--- config.mk ---
export PLATFORM = sky130hd
export DESIGN_NAME = gregorian_date_serial_converter
export DESIGN_NICKNAME = d
export VERILOG_FILES = /design/src/sv/gdsc_pkg.sv /design/src/sv/gdsc_ctrl.sv /design/src/sv/gdsc_datapath.sv /design/src/sv/gregorian_date_serial_converter.sv
export VERILOG_INCLUDE_DIRS = /design/src /design/src/sv
export SDC_FILE = /design/constraint.sdc
export NUM_CORES = 1
export LEC_CHECK = 0
export BUFFER_PORTS_ARGS = -buffer_cell sky130_fd_sc_hd__buf_2
export CORE_MARGIN = 2
export CORE_UTILIZATION = 25
export DETAILED_ROUTE_END_ITERATION = 12
export GPL_TIMING_DRIVEN = 0
export PLACE_DENSITY = 0.49
export SYNTH_ARGS = -nofsm -noshare
export SYNTH_HDL_FRONTEND = slang
export SYNTH_HIERARCHICAL = 1
export SYNTH_SLANG_ARGS = --single-unit
--- constraint.sdc ---
create_clock -name clk_i -period 4.82 [get_ports clk_i]
set_input_delay 0 -clock clk_i [delete_from_list [all_inputs] [get_ports clk_i]]
set_output_delay 0 -clock clk_i [all_outputs]
set_load 0.05 [all_outputs]
--- src/sv/gregorian_date_serial_converter_assert.svh ---
// Assertion macros used by the date converter datapath.
`ifndef GREGORIAN_DATE_SERIAL_CONVERTER_ASSERT_SVH
`define GREGORIAN_DATE_SERIAL_CONVERTER_ASSERT_SVH

// Same-cycle implication, sampled on clk_i, off while rst_ni is low.
`define GDSC_ASSERT_NOW(label, ante, cons, msg) \
  label: assert property (@(posedge clk_i) disable iff (!rst_ni) (ante) |-> (cons)) \
    else $error(msg);

// Next-cycle implication, sampled on clk_i, off while rst_ni is low.
`define GDSC_ASSERT_NEXT(label, ante, cons, msg) \
  label: assert property (@(posedge clk_i) disable iff (!rst_ni) (ante) |=> (cons)) \
    else $error(msg);

`endif

--- src/sv/gdsc_pkg.sv ---
// Types, constants and calendar tables of the date converter.
`default_nettype none

package gdsc_pkg;

  localparam int unsigned MAX_YEAR = 9999;

  localparam int unsigned DAY_W  = 5;
  localparam int unsigned MON_W  = 4;
  localparam int unsigned YEAR_W = 14;
  localparam int unsigned SER_W  = 22;
  localparam int unsigned SUM_W  = SER_W + 1;
  localparam int unsigned CQ_W   = 8;   // (year - 1) / 100
  localparam int unsigned K_W    = 3;   // shift of the subtract step
  localparam int unsigned CUM_W  = 9;   // days before a month

  // floor(p / 100) == (p * 5243) >> 19 for every 14-bit p
  localparam int unsigned RECIP_W     = 13;
  localparam int unsigned RECIP_SHIFT = 19;
  localparam logic [RECIP_W-1:0] RECIP_100 = 13'd5243;

  localparam logic [MON_W-1:0]  FEB    = 4'd2;
  localparam logic [MON_W-1:0]  MONTHS = 4'd12;
  localparam logic [SER_W-1:0]  DAYS_LEAP_YEAR = 22'd366;
  localparam logic [SUM_W-1:0]  DAYS_YEAR = 23'd365;

  typedef enum logic [1:0] {
    OP_TO_SERIAL = 2'd0,
    OP_TO_DATE   = 2'd1,
    OP_NEXT_DAY  = 2'd2
  } gdsc_op_e;

  typedef enum logic [1:0] {
    PH_400 = 2'd0,
    PH_100 = 2'd1,
    PH_4   = 2'd2,
    PH_1   = 2'd3
  } gdsc_phase_e;

  typedef enum logic [3:0] {
    S_IDLE,
    S_DECODE,
    S_DIV100,
    S_LEAP,
    S_D2S_MUL,
    S_D2S_ADD,
    S_S2D_INIT,
    S_S2D_DIV,
    S_S2D_DIV100,
    S_S2D_LEAP,
    S_MON,
    S_FINISH,
    S_FAIL
  } gdsc_state_e;

  // Controller -> datapath
  typedef struct packed {
    logic load;
    logic div100;
    logic leap;
    logic d2s_mul;
    logic d2s_add;
    logic s2d_init;
    logic s2d_step;
    logic mon_init;
    logic mon_step;
    logic finish;
    logic fail;
  } gdsc_cmd_t;

  // Datapath -> controller
  typedef struct packed {
    logic [1:0] op;
    logic       serial_zero;
    logic       date_bad;
    logic       sum_ovf;
    logic       div_last;
    logic       year_bad;
    logic       mon_last;
  } gdsc_sts_t;

  function automatic logic [DAY_W-1:0] gdsc_month_days(logic [MON_W-1:0] m, logic leap);
    logic [DAY_W-1:0] len;
    case (m)
      FEB:                      len = leap ? 5'd29 : 5'd28;
      4'd4, 4'd6, 4'd9, 4'd11:  len = 5'd30;
      default:                  len = 5'd31;
    endcase
    return len;
  endfunction

  // Days in a common year before the first of month m.
  function automatic logic [CUM_W-1:0] gdsc_days_before(logic [MON_W-1:0] m);
    logic [CUM_W-1:0] n;
    case (m)
      4'd2:    n = 9'd31;
      4'd3:    n = 9'd59;
      4'd4:    n = 9'd90;
      4'd5:    n = 9'd120;
      4'd6:    n = 9'd151;
      4'd7:    n = 9'd181;
      4'd8:    n = 9'd212;
      4'd9:    n = 9'd243;
      4'd10:   n = 9'd273;
      4'd11:   n = 9'd304;
      4'd12:   n = 9'd334;
      default: n = 9'd0;
    endcase
    return n;
  endfunction

  // Days per 400, 100, 4 and 1 years.
  function automatic logic [SER_W-1:0] gdsc_div_den(gdsc_phase_e ph);
    logic [SER_W-1:0] d;
    case (ph)
      PH_400:  d = 22'd146097;
      PH_100:  d = 22'd36524;
      PH_4:    d = 22'd1461;
      default: d = 22'd365;
    endcase
    return d;
  endfunction

  function automatic logic [YEAR_W-1:0] gdsc_div_years(gdsc_phase_e ph);
    logic [YEAR_W-1:0] y;
    case (ph)
      PH_400:  y = 14'd400;
      PH_100:  y = 14'd100;
      PH_4:    y = 14'd4;
      default: y = 14'd1;
    endcase
    return y;
  endfunction

  // Top quotient bit per digit: 5 bits for 400y and 4y, 2 bits (clamps at 3) else.
  function automatic logic [K_W-1:0] gdsc_div_top(gdsc_phase_e ph);
    logic [K_W-1:0] k;
    case (ph)
      PH_400:  k = 3'd4;
      PH_4:    k = 3'd4;
      default: k = 3'd1;
    endcase
    return k;
  endfunction

endpackage

`default_nettype wire

--- src/sv/gdsc_ctrl.sv ---
// Sequencing state machine of the date converter.
`default_nettype none

module gdsc_ctrl
  import gdsc_pkg::*;
(
  input  logic      clk_i,
  input  logic      rst_ni,
  input  logic      start_i,
  output logic      busy_o,
  output gdsc_cmd_t cmd_o,
  input  gdsc_sts_t sts_i
);

  gdsc_state_e state_q, state_d;

  always_ff @(posedge clk_i or negedge rst_ni) begin
    if (!rst_ni) begin
      state_q <= S_IDLE;
    end else begin
      state_q <= state_d;
    end
  end

  always_comb begin
    state_d = state_q;
    case (state_q)
      S_IDLE: begin
        if (start_i) state_d = S_DECODE;
      end
      S_DECODE: begin
        case (sts_i.op)
          OP_TO_SERIAL, OP_NEXT_DAY: state_d = S_DIV100;
          OP_TO_DATE:   state_d = sts_i.serial_zero ? S_FAIL : S_S2D_INIT;
          default:      state_d = S_FAIL;
        endcase
      end
      S_DIV100:  state_d = S_LEAP;
      S_LEAP:    state_d = S_D2S_MUL;
      S_D2S_MUL: state_d = sts_i.date_bad ? S_FAIL : S_D2S_ADD;
      S_D2S_ADD: begin
        if (sts_i.sum_ovf) begin
          state_d = S_FAIL;
        end else if (sts_i.op == OP_NEXT_DAY) begin
          state_d = S_S2D_INIT;
        end else begin
          state_d = S_FINISH;
        end
      end
      S_S2D_INIT: state_d = S_S2D_DIV;
      S_S2D_DIV: begin
        if (sts_i.div_last) state_d = S_S2D_DIV100;
      end
      S_S2D_DIV100: state_d = sts_i.year_bad ? S_FAIL : S_S2D_LEAP;
      S_S2D_LEAP:   state_d = S_MON;
      S_MON: begin
        if (sts_i.mon_last) state_d = S_FINISH;
      end
      S_FINISH: state_d = S_IDLE;
      S_FAIL:   state_d = S_IDLE;
      default:  state_d = S_IDLE;
    endcase
  end

  always_comb begin
    cmd_o = '0;
    case (state_q)
      S_IDLE:       cmd_o.load = start_i;
      S_DIV100:     cmd_o.div100 = 1'b1;
      S_LEAP:       cmd_o.leap = 1'b1;
      S_D2S_MUL:    cmd_o.d2s_mul = 1'b1;
      S_D2S_ADD:    cmd_o.d2s_add = 1'b1;
      S_S2D_INIT:   cmd_o.s2d_init = 1'b1;
      S_S2D_DIV:    cmd_o.s2d_step = 1'b1;
      S_S2D_DIV100: cmd_o.div100 = 1'b1;
      S_S2D_LEAP: begin
        cmd_o.leap     = 1'b1;
        cmd_o.mon_init = 1'b1;
      end
      S_MON:        cmd_o.mon_step = 1'b1;
      S_FINISH:     cmd_o.finish = 1'b1;
      S_FAIL: begin
        cmd_o.finish = 1'b1;
        cmd_o.fail   = 1'b1;
      end
      default:      cmd_o = '0;
    endcase
  end

  assign busy_o = (state_q != S_IDLE);

endmodule

`default_nettype wire

--- src/sv/gdsc_datapath.sv ---
// Date and day-number registers, divide steps and month walk of the converter.
`default_nettype none

`include "gregorian_date_serial_converter_assert.svh"

module gdsc_datapath
  import gdsc_pkg::*;
(
  input  logic              clk_i,
  input  logic              rst_ni,
  input  gdsc_cmd_t         cmd_i,
  output gdsc_sts_t         sts_o,
  input  logic [1:0]        command_i,
  input  logic [DAY_W-1:0]  in_day_i,
  input  logic [MON_W-1:0]  in_month_i,
  input  logic [YEAR_W-1:0] in_year_i,
  input  logic [SER_W-1:0]  in_serial_i,
  output logic              done_o,
  output logic [DAY_W-1:0]  out_day_o,
  output logic [MON_W-1:0]  out_month_o,
  output logic [YEAR_W-1:0] out_year_o,
  output logic [SER_W-1:0]  out_serial_o,
  output logic              range_error_o
);

  // working registers
  logic [1:0]        op_q;
  logic [DAY_W-1:0]  day_q;
  logic [MON_W-1:0]  mon_q;
  logic [YEAR_W-1:0] p_q;        // year - 1
  logic [SER_W-1:0]  serial_q;
  logic [SER_W-1:0]  r_q;        // remaining days
  logic [CQ_W-1:0]   cq_q;       // p / 100
  logic              leap_q;
  logic [SUM_W-1:0]  a_q;        // 365 * p
  logic [YEAR_W-1:0] b_q;        // leap days + days into the year
  gdsc_phase_e       phase_q;
  logic [K_W-1:0]    k_q;

  // result registers
  logic              done_q;
  logic [DAY_W-1:0]  out_day_q;
  logic [MON_W-1:0]  out_month_q;
  logic [YEAR_W-1:0] out_year_q;
  logic [SER_W-1:0]  out_serial_q;
  logic              range_error_q;

  logic [YEAR_W+RECIP_W-1:0] prod100;
  logic [YEAR_W-1:0] cq_ext, hund, r100;
  logic              leap_d;
  logic [SUM_W-1:0]  a_d, sum;
  logic [YEAR_W-1:0] b_d;
  logic              leap_adj;
  logic [DAY_W-1:0]  mdays;
  logic [SER_W-1:0]  cand;
  logic [YEAR_W-1:0] yr_inc;
  logic              take;
  logic              div_last, year_bad, mon_last, date_bad;

  // p / 100 by reciprocal, registered before use
  assign prod100 = {{RECIP_W{1'b0}}, p_q} * {{YEAR_W{1'b0}}, RECIP_100};

  // leap test on y = p + 1: p % 4 == 3, and p % 100 != 99 unless (p / 100) % 4 == 3
  assign cq_ext = YEAR_W'(cq_q);
  assign hund   = (cq_ext << 6) + (cq_ext << 5) + (cq_ext << 2);
  assign r100   = p_q - hund;
  assign leap_d = (p_q[1:0] == 2'b11) && ((r100 != 14'd99) || (cq_q[1:0] == 2'b11));

  assign mdays    = gdsc_month_days(mon_q, leap_q);
  assign leap_adj = leap_q && (mon_q > FEB);

  assign a_d = {{(SUM_W-YEAR_W){1'b0}}, p_q} * DAYS_YEAR;
  assign b_d = (p_q >> 2) - cq_ext + (cq_ext >> 2)
             + YEAR_W'(gdsc_days_before(mon_q))
             + YEAR_W'(leap_adj) + YEAR_W'(day_q);
  assign sum = a_q + SUM_W'(b_q) + SUM_W'(op_q == OP_NEXT_DAY);

  // one restoring step of the 400/100/4/1-year split
  assign cand     = gdsc_div_den(phase_q) << k_q;
  assign yr_inc   = gdsc_div_years(phase_q) << k_q;
  assign take     = (r_q >= cand);
  assign div_last = (phase_q == PH_1) && (k_q == '0);

  assign year_bad = (p_q >= YEAR_W'(MAX_YEAR));
  assign mon_last = !((r_q >= SER_W'(mdays)) && (mon_q < MONTHS));
  assign date_bad = year_bad || (mon_q == '0) || (mon_q > MONTHS)
                 || (day_q == '0) || (day_q > mdays);

  always_comb begin
    sts_o.op          = op_q;
    sts_o.serial_zero = (serial_q == '0);
    sts_o.date_bad    = date_bad;
    sts_o.sum_ovf     = sum[SUM_W-1];
    sts_o.div_last    = div_last;
    sts_o.year_bad    = year_bad;
    sts_o.mon_last    = mon_last;
  end

  always_ff @(posedge clk_i) begin
    if (cmd_i.load) begin
      op_q     <= command_i;
      day_q    <= in_day_i;
      mon_q    <= in_month_i;
      p_q      <= in_year_i - 14'd1;
      serial_q <= in_serial_i;
    end
    if (cmd_i.div100) cq_q <= prod100[RECIP_SHIFT +: CQ_W];
    if (cmd_i.leap)   leap_q <= leap_d;
    if (cmd_i.d2s_mul) begin
      a_q <= a_d;
      b_q <= b_d;
    end
    if (cmd_i.d2s_add) serial_q <= sum[SER_W-1:0];
    if (cmd_i.s2d_init) begin
      r_q     <= serial_q - 22'd1;
      p_q     <= '0;
      phase_q <= PH_400;
      k_q     <= gdsc_div_top(PH_400);
    end
    if (cmd_i.s2d_step) begin
      if (take) begin
        r_q <= r_q - cand;
        p_q <= p_q + yr_inc;
      end
      if (k_q == '0) begin
        phase_q <= gdsc_phase_e'(phase_q + 2'd1);
        k_q     <= gdsc_div_top(gdsc_phase_e'(phase_q + 2'd1));
      end else begin
        k_q <= k_q - 3'd1;
      end
    end
    if (cmd_i.mon_init) mon_q <= 4'd1;
    if (cmd_i.mon_step) begin
      if (!mon_last) begin
        r_q   <= r_q - SER_W'(mdays);
        mon_q <= mon_q + 4'd1;
      end else begin
        day_q <= r_q[DAY_W-1:0] + 5'd1;
      end
    end
    if (cmd_i.finish) begin
      out_day_q     <= cmd_i.fail ? '0 : day_q;
      out_month_q   <= cmd_i.fail ? '0 : mon_q;
      out_year_q    <= cmd_i.fail ? '0 : p_q + 14'd1;
      out_serial_q  <= cmd_i.fail ? '0 : serial_q;
      range_error_q <= cmd_i.fail;
    end
  end

  always_ff @(posedge clk_i or negedge rst_ni) begin
    if (!rst_ni) begin
      done_q <= 1'b0;
    end else begin
      done_q <= cmd_i.finish;
    end
  end

  assign done_o        = done_q;
  assign out_day_o     = out_day_q;
  assign out_month_o   = out_month_q;
  assign out_year_o    = out_year_q;
  assign out_serial_o  = out_serial_q;
  assign range_error_o = range_error_q;

  `GDSC_ASSERT_NOW(a_mon_range, cmd_i.mon_step, (mon_q != '0) && (mon_q <= MONTHS), "month walk left 1..12")
  `GDSC_ASSERT_NEXT(a_div_rem, cmd_i.s2d_step && div_last, r_q < DAYS_LEAP_YEAR, "day of year too large after split")
  `GDSC_ASSERT_NEXT(a_serial_pos, cmd_i.d2s_add && !sum[SUM_W-1], serial_q != '0, "computed day number is zero")
  `GDSC_ASSERT_NOW(a_out_date, done_q && !range_error_q, (out_month_q != '0) && (out_month_q <= MONTHS) && (out_day_q != '0) && (out_day_q <= gdsc_month_days(out_month_q, 1'b1)), "good beat with impossible date")

endmodule

`default_nettype wire

--- src/sv/gregorian_date_serial_converter.sv ---
// Top level of the proleptic Gregorian date / day-number converter.
`default_nettype none

// Converts between a calendar date and a day number (0001-01-01 is day 1)
// in the proleptic Gregorian calendar, or gives the day after a date.
// An item is taken on a rising edge with start high and busy low; busy stays
// high until the result is published. The result beat shows on the output
// ports for exactly one cycle with done_o high and cannot be held off, so
// sample it on that edge. busy is already low in the done_o cycle, so the
// next item may be issued there. Errors end early. The day-number to date
// leg splits the count into 400-, 100-, 4- and 1-year blocks by single-step
// compare/subtract, then walks the months one month per cycle (up to 12).
// The date to day-number leg is one registered 14x13 reciprocal multiply
// for (year-1)/100, one for 365*(year-1), and one 23-bit add.
// Invalid dates, day number zero, command 3, a year past MAX_YEAR or a day
// number that does not fit 22 bits give range_error_o with all fields zero.
// No memories and no clearing pass; the block is ready right after reset.
module gregorian_date_serial_converter
  import gdsc_pkg::*;
(
  input  logic              clk_i,
  input  logic              rst_ni,
  input  logic              start,
  output logic              busy,
  input  logic [1:0]        command_i,
  input  logic [DAY_W-1:0]  in_day_i,
  input  logic [MON_W-1:0]  in_month_i,
  input  logic [YEAR_W-1:0] in_year_i,
  input  logic [SER_W-1:0]  in_serial_i,
  output logic              done_o,
  output logic [DAY_W-1:0]  out_day_o,
  output logic [MON_W-1:0]  out_month_o,
  output logic [YEAR_W-1:0] out_year_o,
  output logic [SER_W-1:0]  out_serial_o,
  output logic              range_error_o
);

  gdsc_cmd_t cmd;   // per-state datapath enables
  gdsc_sts_t sts;   // decode and loop-exit flags back to the sequencer

  gdsc_ctrl u_ctrl (
    .clk_i   (clk_i),
    .rst_ni  (rst_ni),
    .start_i (start),
    .busy_o  (busy),
    .cmd_o   (cmd),
    .sts_i   (sts)
  );

  gdsc_datapath u_datapath (
    .clk_i         (clk_i),
    .rst_ni        (rst_ni),
    .cmd_i         (cmd),
    .sts_o         (sts),
    .command_i     (command_i),
    .in_day_i      (in_day_i),
    .in_month_i    (in_month_i),
    .in_year_i     (in_year_i),
    .in_serial_i   (in_serial_i),
    .done_o        (done_o),
    .out_day_o     (out_day_o),
    .out_month_o   (out_month_o),
    .out_year_o    (out_year_o),
    .out_serial_o  (out_serial_o),
    .range_error_o (range_error_o)
  );

endmodule

`default_nettype wire

== Yosys cells after proc, flatten, opt, wreduce, memory -nomap -nowiden ==
Memories as Yosys holds them, arrays and structs flattened. A register that Yosys moved wholly into a read port is not among the register bits.
Index checks and enable logic that the tools add are counted.
Word-level totals
  bits in registers: 171
  memory bits (read-only): 144
  bits of input ports: 50
  output and inout port bits: 48
  word-level logic and storage cells: 157
  memories: 1
Cells by class
  add/sub/neg operators: 20
  multiply operators: 2
  order comparisons: 7
  equal/unequal tests: 29
  shift-type cells: 2
  mux-type cells: 50
  reduce and logical (&&, ||, !) cells: 27
Memory list
  (no name shown): depth 16, bits a word 9, read ports 1, clocked after memory_dff 1, write ports 0, RTL line gdsc_pkg.sv:95  | case (m)
Operator list (number)
  $mux W22: 7
  $mux W14: 4
  $pmux W18 S3: 1
  $mux W4: 11
  $pmux W4 S11: 1
  $eq A4 B4 Y1 const B: 7
  $mul A14 B13 Y27 const B: 1
  $pmux W9 S3: 1
  $eq A4 B3 Y1 const B: 6
  $add A23 B1 Y23: 1
  $add A23 B14 Y23: 1
  $mul A14 B9 Y23 const B: 1
  $ge A22 B22 Y1: 1
  $ge A22 B5 Y1: 1
  $logic_not A22 Y1: 1
  $shl A18 B3 Y22: 1
  $sub A22 B1 Y22 const B: 1
  $sub A22 B22 Y22: 1
  $sub A22 B5 Y22: 1
  $mux W3: 5
  $mux W5: 3
  $add A14 B1 Y14: 1
  $add A14 B1 Y14 const B: 1
  $add A14 B10 Y14: 1
  40 further kinds: 77

== Longest topological paths before layout ==
  word-level depth: 8
  gate-level depth with buffers: 19

== Modules after synthesis ==
The synthesis kept the hierarchy.
Modules (own cells, without submodules)
  gdsc_datapath: instances 1, cells each 1978, area each 18771.8 µm², sequential area each 4719.5 µm²
  gdsc_ctrl: instances 1, cells each 65, area each 518.0 µm², sequential area each 100.1 µm²

== Least setup slack after synthesis ==
OpenSTA, ideal clock, no wires.
  kind: register to register
  start point: reg u_datapath.p_q[10]
  end point: reg u_datapath.cq_q[7] (data pin)
  setup time: 0.260 ns
  data arrival time: 4.933 ns
  data required time: 4.560 ns
  path slack: -0.373 ns
  stages on the path, launching flop included: 19
  path buffers: 0
  clock period less this slack: 5.193 ns
  path through: dfxtp_1 ha_1 inv_1 fa_1 inv_1 fa_1 inv_1 fa_1 fa_1 inv_1 ha_1 a2111oi_0 o21ai_0 a22oi_1 o221ai_1 o41ai_1 o21bai_1 a21oi_1 xnor2_1
Between the ends
  word-level cells in the longest chain between the ends: 1
Ends and longest elaborated chain
  from (decl): RTL line gdsc_datapath.sv:30  | logic [YEAR_W-1:0] p_q;
  from (signal assigned): RTL line gdsc_datapath.sv:104  | p_q <= in_year_i - 14'd1;
  from (signal assigned): RTL line gdsc_datapath.sv:123  | p_q <= p_q + yr_inc;
  $mul A14 B13 Y27: RTL line gdsc_datapath.sv:61  | assign prod100 = {{RECIP_W{1'b0}}, p_q} * {{YEAR_W{1'b0}}, RECIP_100};
  net u_datapath.prod100[26]: RTL line gdsc_datapath.sv:48  | logic [YEAR_W+RECIP_W-1:0] prod100;
  to (signal assigned): RTL line gdsc_datapath.sv:107  | if (cmd_i.div100) cq_q <= prod100[RECIP_SHIFT +: CQ_W];
  to (decl): RTL line gdsc_datapath.sv:33  | logic [CQ_W-1:0] cq_q;
The timed path passes the listed nets, and every way through them passes these cells.
A chain may end at the register's enable or synchronous reset.

== Worst setup path after layout ==
Ends and elaborated chain as after synthesis.

==> flow_summary.ini <==
[placed_design]
place_congestion = 0.903
postPlaceCellArea_um2 = 21200
hpwl_mm = 49.1
port_buffers = 97

[grt]
grt_pass1_vias = 16600
grt_max_degree = 26
grt_usage_pct = 15.9
grt_overflow = 0
antenna_found_initial = 0
grt_first_pass_wirelength_mm = 95.4

[sta]
tightest_slew_ns = 1.09
final_hold_viol_count = 0
post-route-min-period_ns = 4.98
layout_setup_ws_ns = -0.159
post-route-period-util_pct = 103
setup_viol = 4
drv_slew = 0
rsz0062_at_grt = true
maxSlewHeadroom_pct = 27.2
max_freq_ghz = 0.201
clock_skew_ns = 0.0157

[route]
ant_nets = 0
drc = 0
firstDrtPassIters = 5
drt-initial-drc-count = 1022
drt_wl_total_mm = 62.7
via_count = 15800
avgRoutedWirePerCell_um = 18.8
via_per_inst = 4.75

[synthesis]
synth_top_family_by_area = adder cells
synth_compound_area_share_pct = 14.0
synth-simple-area-share_pct = 13.2
synth_nets = 2497
synthFlopType = edfxtp_1
syn_area_um2 = 19300
synth-xor-area-share_pct = 7.08
syn-instance-count = 2043
synth_mux_area_share_pct = 2.36
synth-edff-count = 119
synth-seq-cells = 180
synth_fa_ha_area_share_pct = 31.4
synth_warnings = 6
synth_cell_types = 84
synth-seq-area-share_pct = 25.0
async_flop_share_pct = 2.78
synth.avg_cell_area_um2 = 9.44

[flow_run]
drv_cap = 0

[finish]
num_antenna_cells = 0
layout_common_cells = inv_1, ha_1, nor2_1
drive_gt1_share_pct = 18.0
fin_area_um2 = 23700
layout.nets = 2741
areaGrowthSynthToFinish_pct = 22.6
mostFrequentLayoutCell = inv_1
nFillCells = 7932

[critical_path]
critPathKind = reg -> reg
slowest_delay_ns = 0.55
crit_required_ns = 5.04
r2r_setup_slack_ns = -0.16
r2r.worst_path.cells = 20
regToRegEndpoint = u_datapath/cq_q[7]
reg2reg_from = u_datapath/p_q[10]
cp_max_fo = 7
crit_path_end_kind = flip-flop
start_kind = flip-flop
worstPathArrival_ns = 5.20
cp_cell_sequence = buf_6 > fa_2 > ha_4 > inv_2 > fa_1 > inv_1 > fa_1 > inv_2 > fa_1 > inv_2 > ha_4 > a21o_1 > a21o_1 > a21oi_2 > o21a_1 > o221ai_4 > o41ai_4 > o21bai_2 > a21oi_1 > xnor2_1
slowest_stage = fa_1

[clocking]
cts_tree = yes
clk_path_buf_depth = 2
clk_pin_slew_worst_paths_ns = 0.08
numCtsBuffers = 17
root_buffer = clkbuf_16
cts_sinks = 180
cts_max_level = 4
worst_skew_pair.late_latency_ns = 0.48

[outcome]
violations = negative setup slack
status = complete, but fails checks

[floorplanning]
die_width_um = 282
rows = 101
dieArea_um2 = 79400
io_pins = 98
coreArea_um2 = 76200
start_util_pct = 25.3
die_height_um = 282

[worst_hold_path]
hold_end = u_datapath/p_q[10]
holdPathStages = 4
hp-class = in -> reg
hp-start = in_year_i[10]
==> worst max-delay path, delay by kind of cell, from the launching register on <==
kind	cells	cell delay, ns
compound gates	8	1.40
xor+xnor	1	0.09
fa+ha+maj	6	2.43
buf+inv	5	0.32
flops	1	0.49
==> layout make-up <==
class	count	area (um2)	share of cell area [%]
buffer	55	273	1.15
clock buffer	17	425	1.80
clock inverter	15	210	0.889
inverter	287	1130	4.80
multi-input combinational	1518	13800	58.3
sequential	180	4870	20.6
tap	1030	1290	5.45
timing repair buffer	228	1650	6.98
==> worst max path at each step <==
stage / start / endpoint / slack [ns] / depth (start not counted)
6_report: u_datapath/p_q[10] / u_datapath/cq_q[7] / -0.16 / 20
5_1_grt: u_datapath/p_q[9] / u_datapath/cq_q[7] / -0.35 / 19
4_1_cts: u_datapath/p_q[10] / u_datapath/cq_q[7] / -0.20 / 20
3_5_place_dp: u_datapath/p_q[13] / u_datapath/cq_q[7] / -1.17 / 18
3_3_place_gp: u_datapath/p_q[13] / u_datapath/cq_q[7] / -1.13 / 18
2_1_floorplan: u_datapath/p_q[2] / u_datapath/cq_q[7] / 0.004 / 18
==> Yosys cell counts (17+ instances only) <==
cell type	number	area (um2)
nor2_1	160	601
fa_1	134	2680
ha_1	270	3380
a21oi_1	100	500
nand2_1	105	394
clkbuf_1	38	143
nand3_1	30	150
nand2b_1	17	106
a211oi_1	40	300
xnor2_1	118	1030
dfxtp_1	56	1120
nor3_1	44	220
nor2b_1	47	294
a21o_1	32	240
o21ai_0	83	415
mux2i_1	23	230
inv_1	286	1070
o21a_1	24	180
mux2_2	18	203
edfxtp_1	119	3570
xor2_1	38	333
o31ai_1	18	135
nor4_1	19	119
==> routing by layer <==
layer	global-route usage, %	wire, um	up-vias
met2	29.1	32300	358
met5	0	0	-
met3	1.46	1700	120
met4	7.41	2930	0
li1	-	-	7574
met1	18.5	25800	7763
==> through the flow <==
| stage | worst slack [ns] | hold slack [ns] | utilization, % | std cells | TNS, ns |
|---|---|---|---|---|---|
| 3_3_place_gp | -1.13 | -0.179 | 27.7 | 3170 | -32.95 |
| 3_5_place_dp | -1.17 | -0.179 | 27.8 | 3174 | -33.84 |
| 2_1_floorplan | 0.00354 | -0.296 | - | 2043 | 0 |
| 5_1_grt | -0.349 | 0.0530 | 31.0 | 3330 | -1.57 |
| 4_1_cts | -0.201 | 0.00765 | 30.4 | 3317 | -0.324 |
| 6_report | -0.159 | 0.0407 | 31.0 | 3330 | -0.434 |
==> kinds of logic after synthesis <==
group	count (synthesis)
AO/OA/AOI/OAI	407
multiplexers	42
flip-flops	180
buffers and inverters	345
adder cells (fa/ha/maj)	404
XOR/XNOR	156
AND/OR/NAND/NOR	509
==> state kept, by name, indices dropped and copies added, names as in the netlist, named ones only <==
| signal | cells |
|---|---|
| u_ctrl/state_q | 4 |
| u_datapath/b_q | 14 |
| u_datapath/a_q | 23 |
| u_datapath/serial_q | 22 |
| u_datapath/k_q | 3 |
| u_datapath/p_q | 14 |
| u_datapath/out_serial_o | 22 |
| u_datapath/mon_q | 4 |
| u_datapath/leap_q | 1 |
| u_datapath/out_year_o | 14 |
| u_datapath/done_o | 1 |
| u_datapath/phase_q | 2 |
| u_datapath/op_q | 2 |
| u_datapath/out_month_o | 4 |
| u_datapath/range_error_o | 1 |
| u_datapath/cq_q | 8 |
| u_datapath/day_q | 5 |
| u_datapath/out_day_o | 5 |
| u_datapath/r_q | 22 |
==> what timing repair did <==
item	in CTS	in global routing
setup endpoints to repair	65	55
setup buffers	75	16
endpoints found under the hold margin	41	0
resized for setup	93	76
pin swaps	40	47
hold buffers	37	0
Power is left out: the tool's default activity adds up to more than one toggle a clock period on the data nets, which glitch-free logic cannot reach.
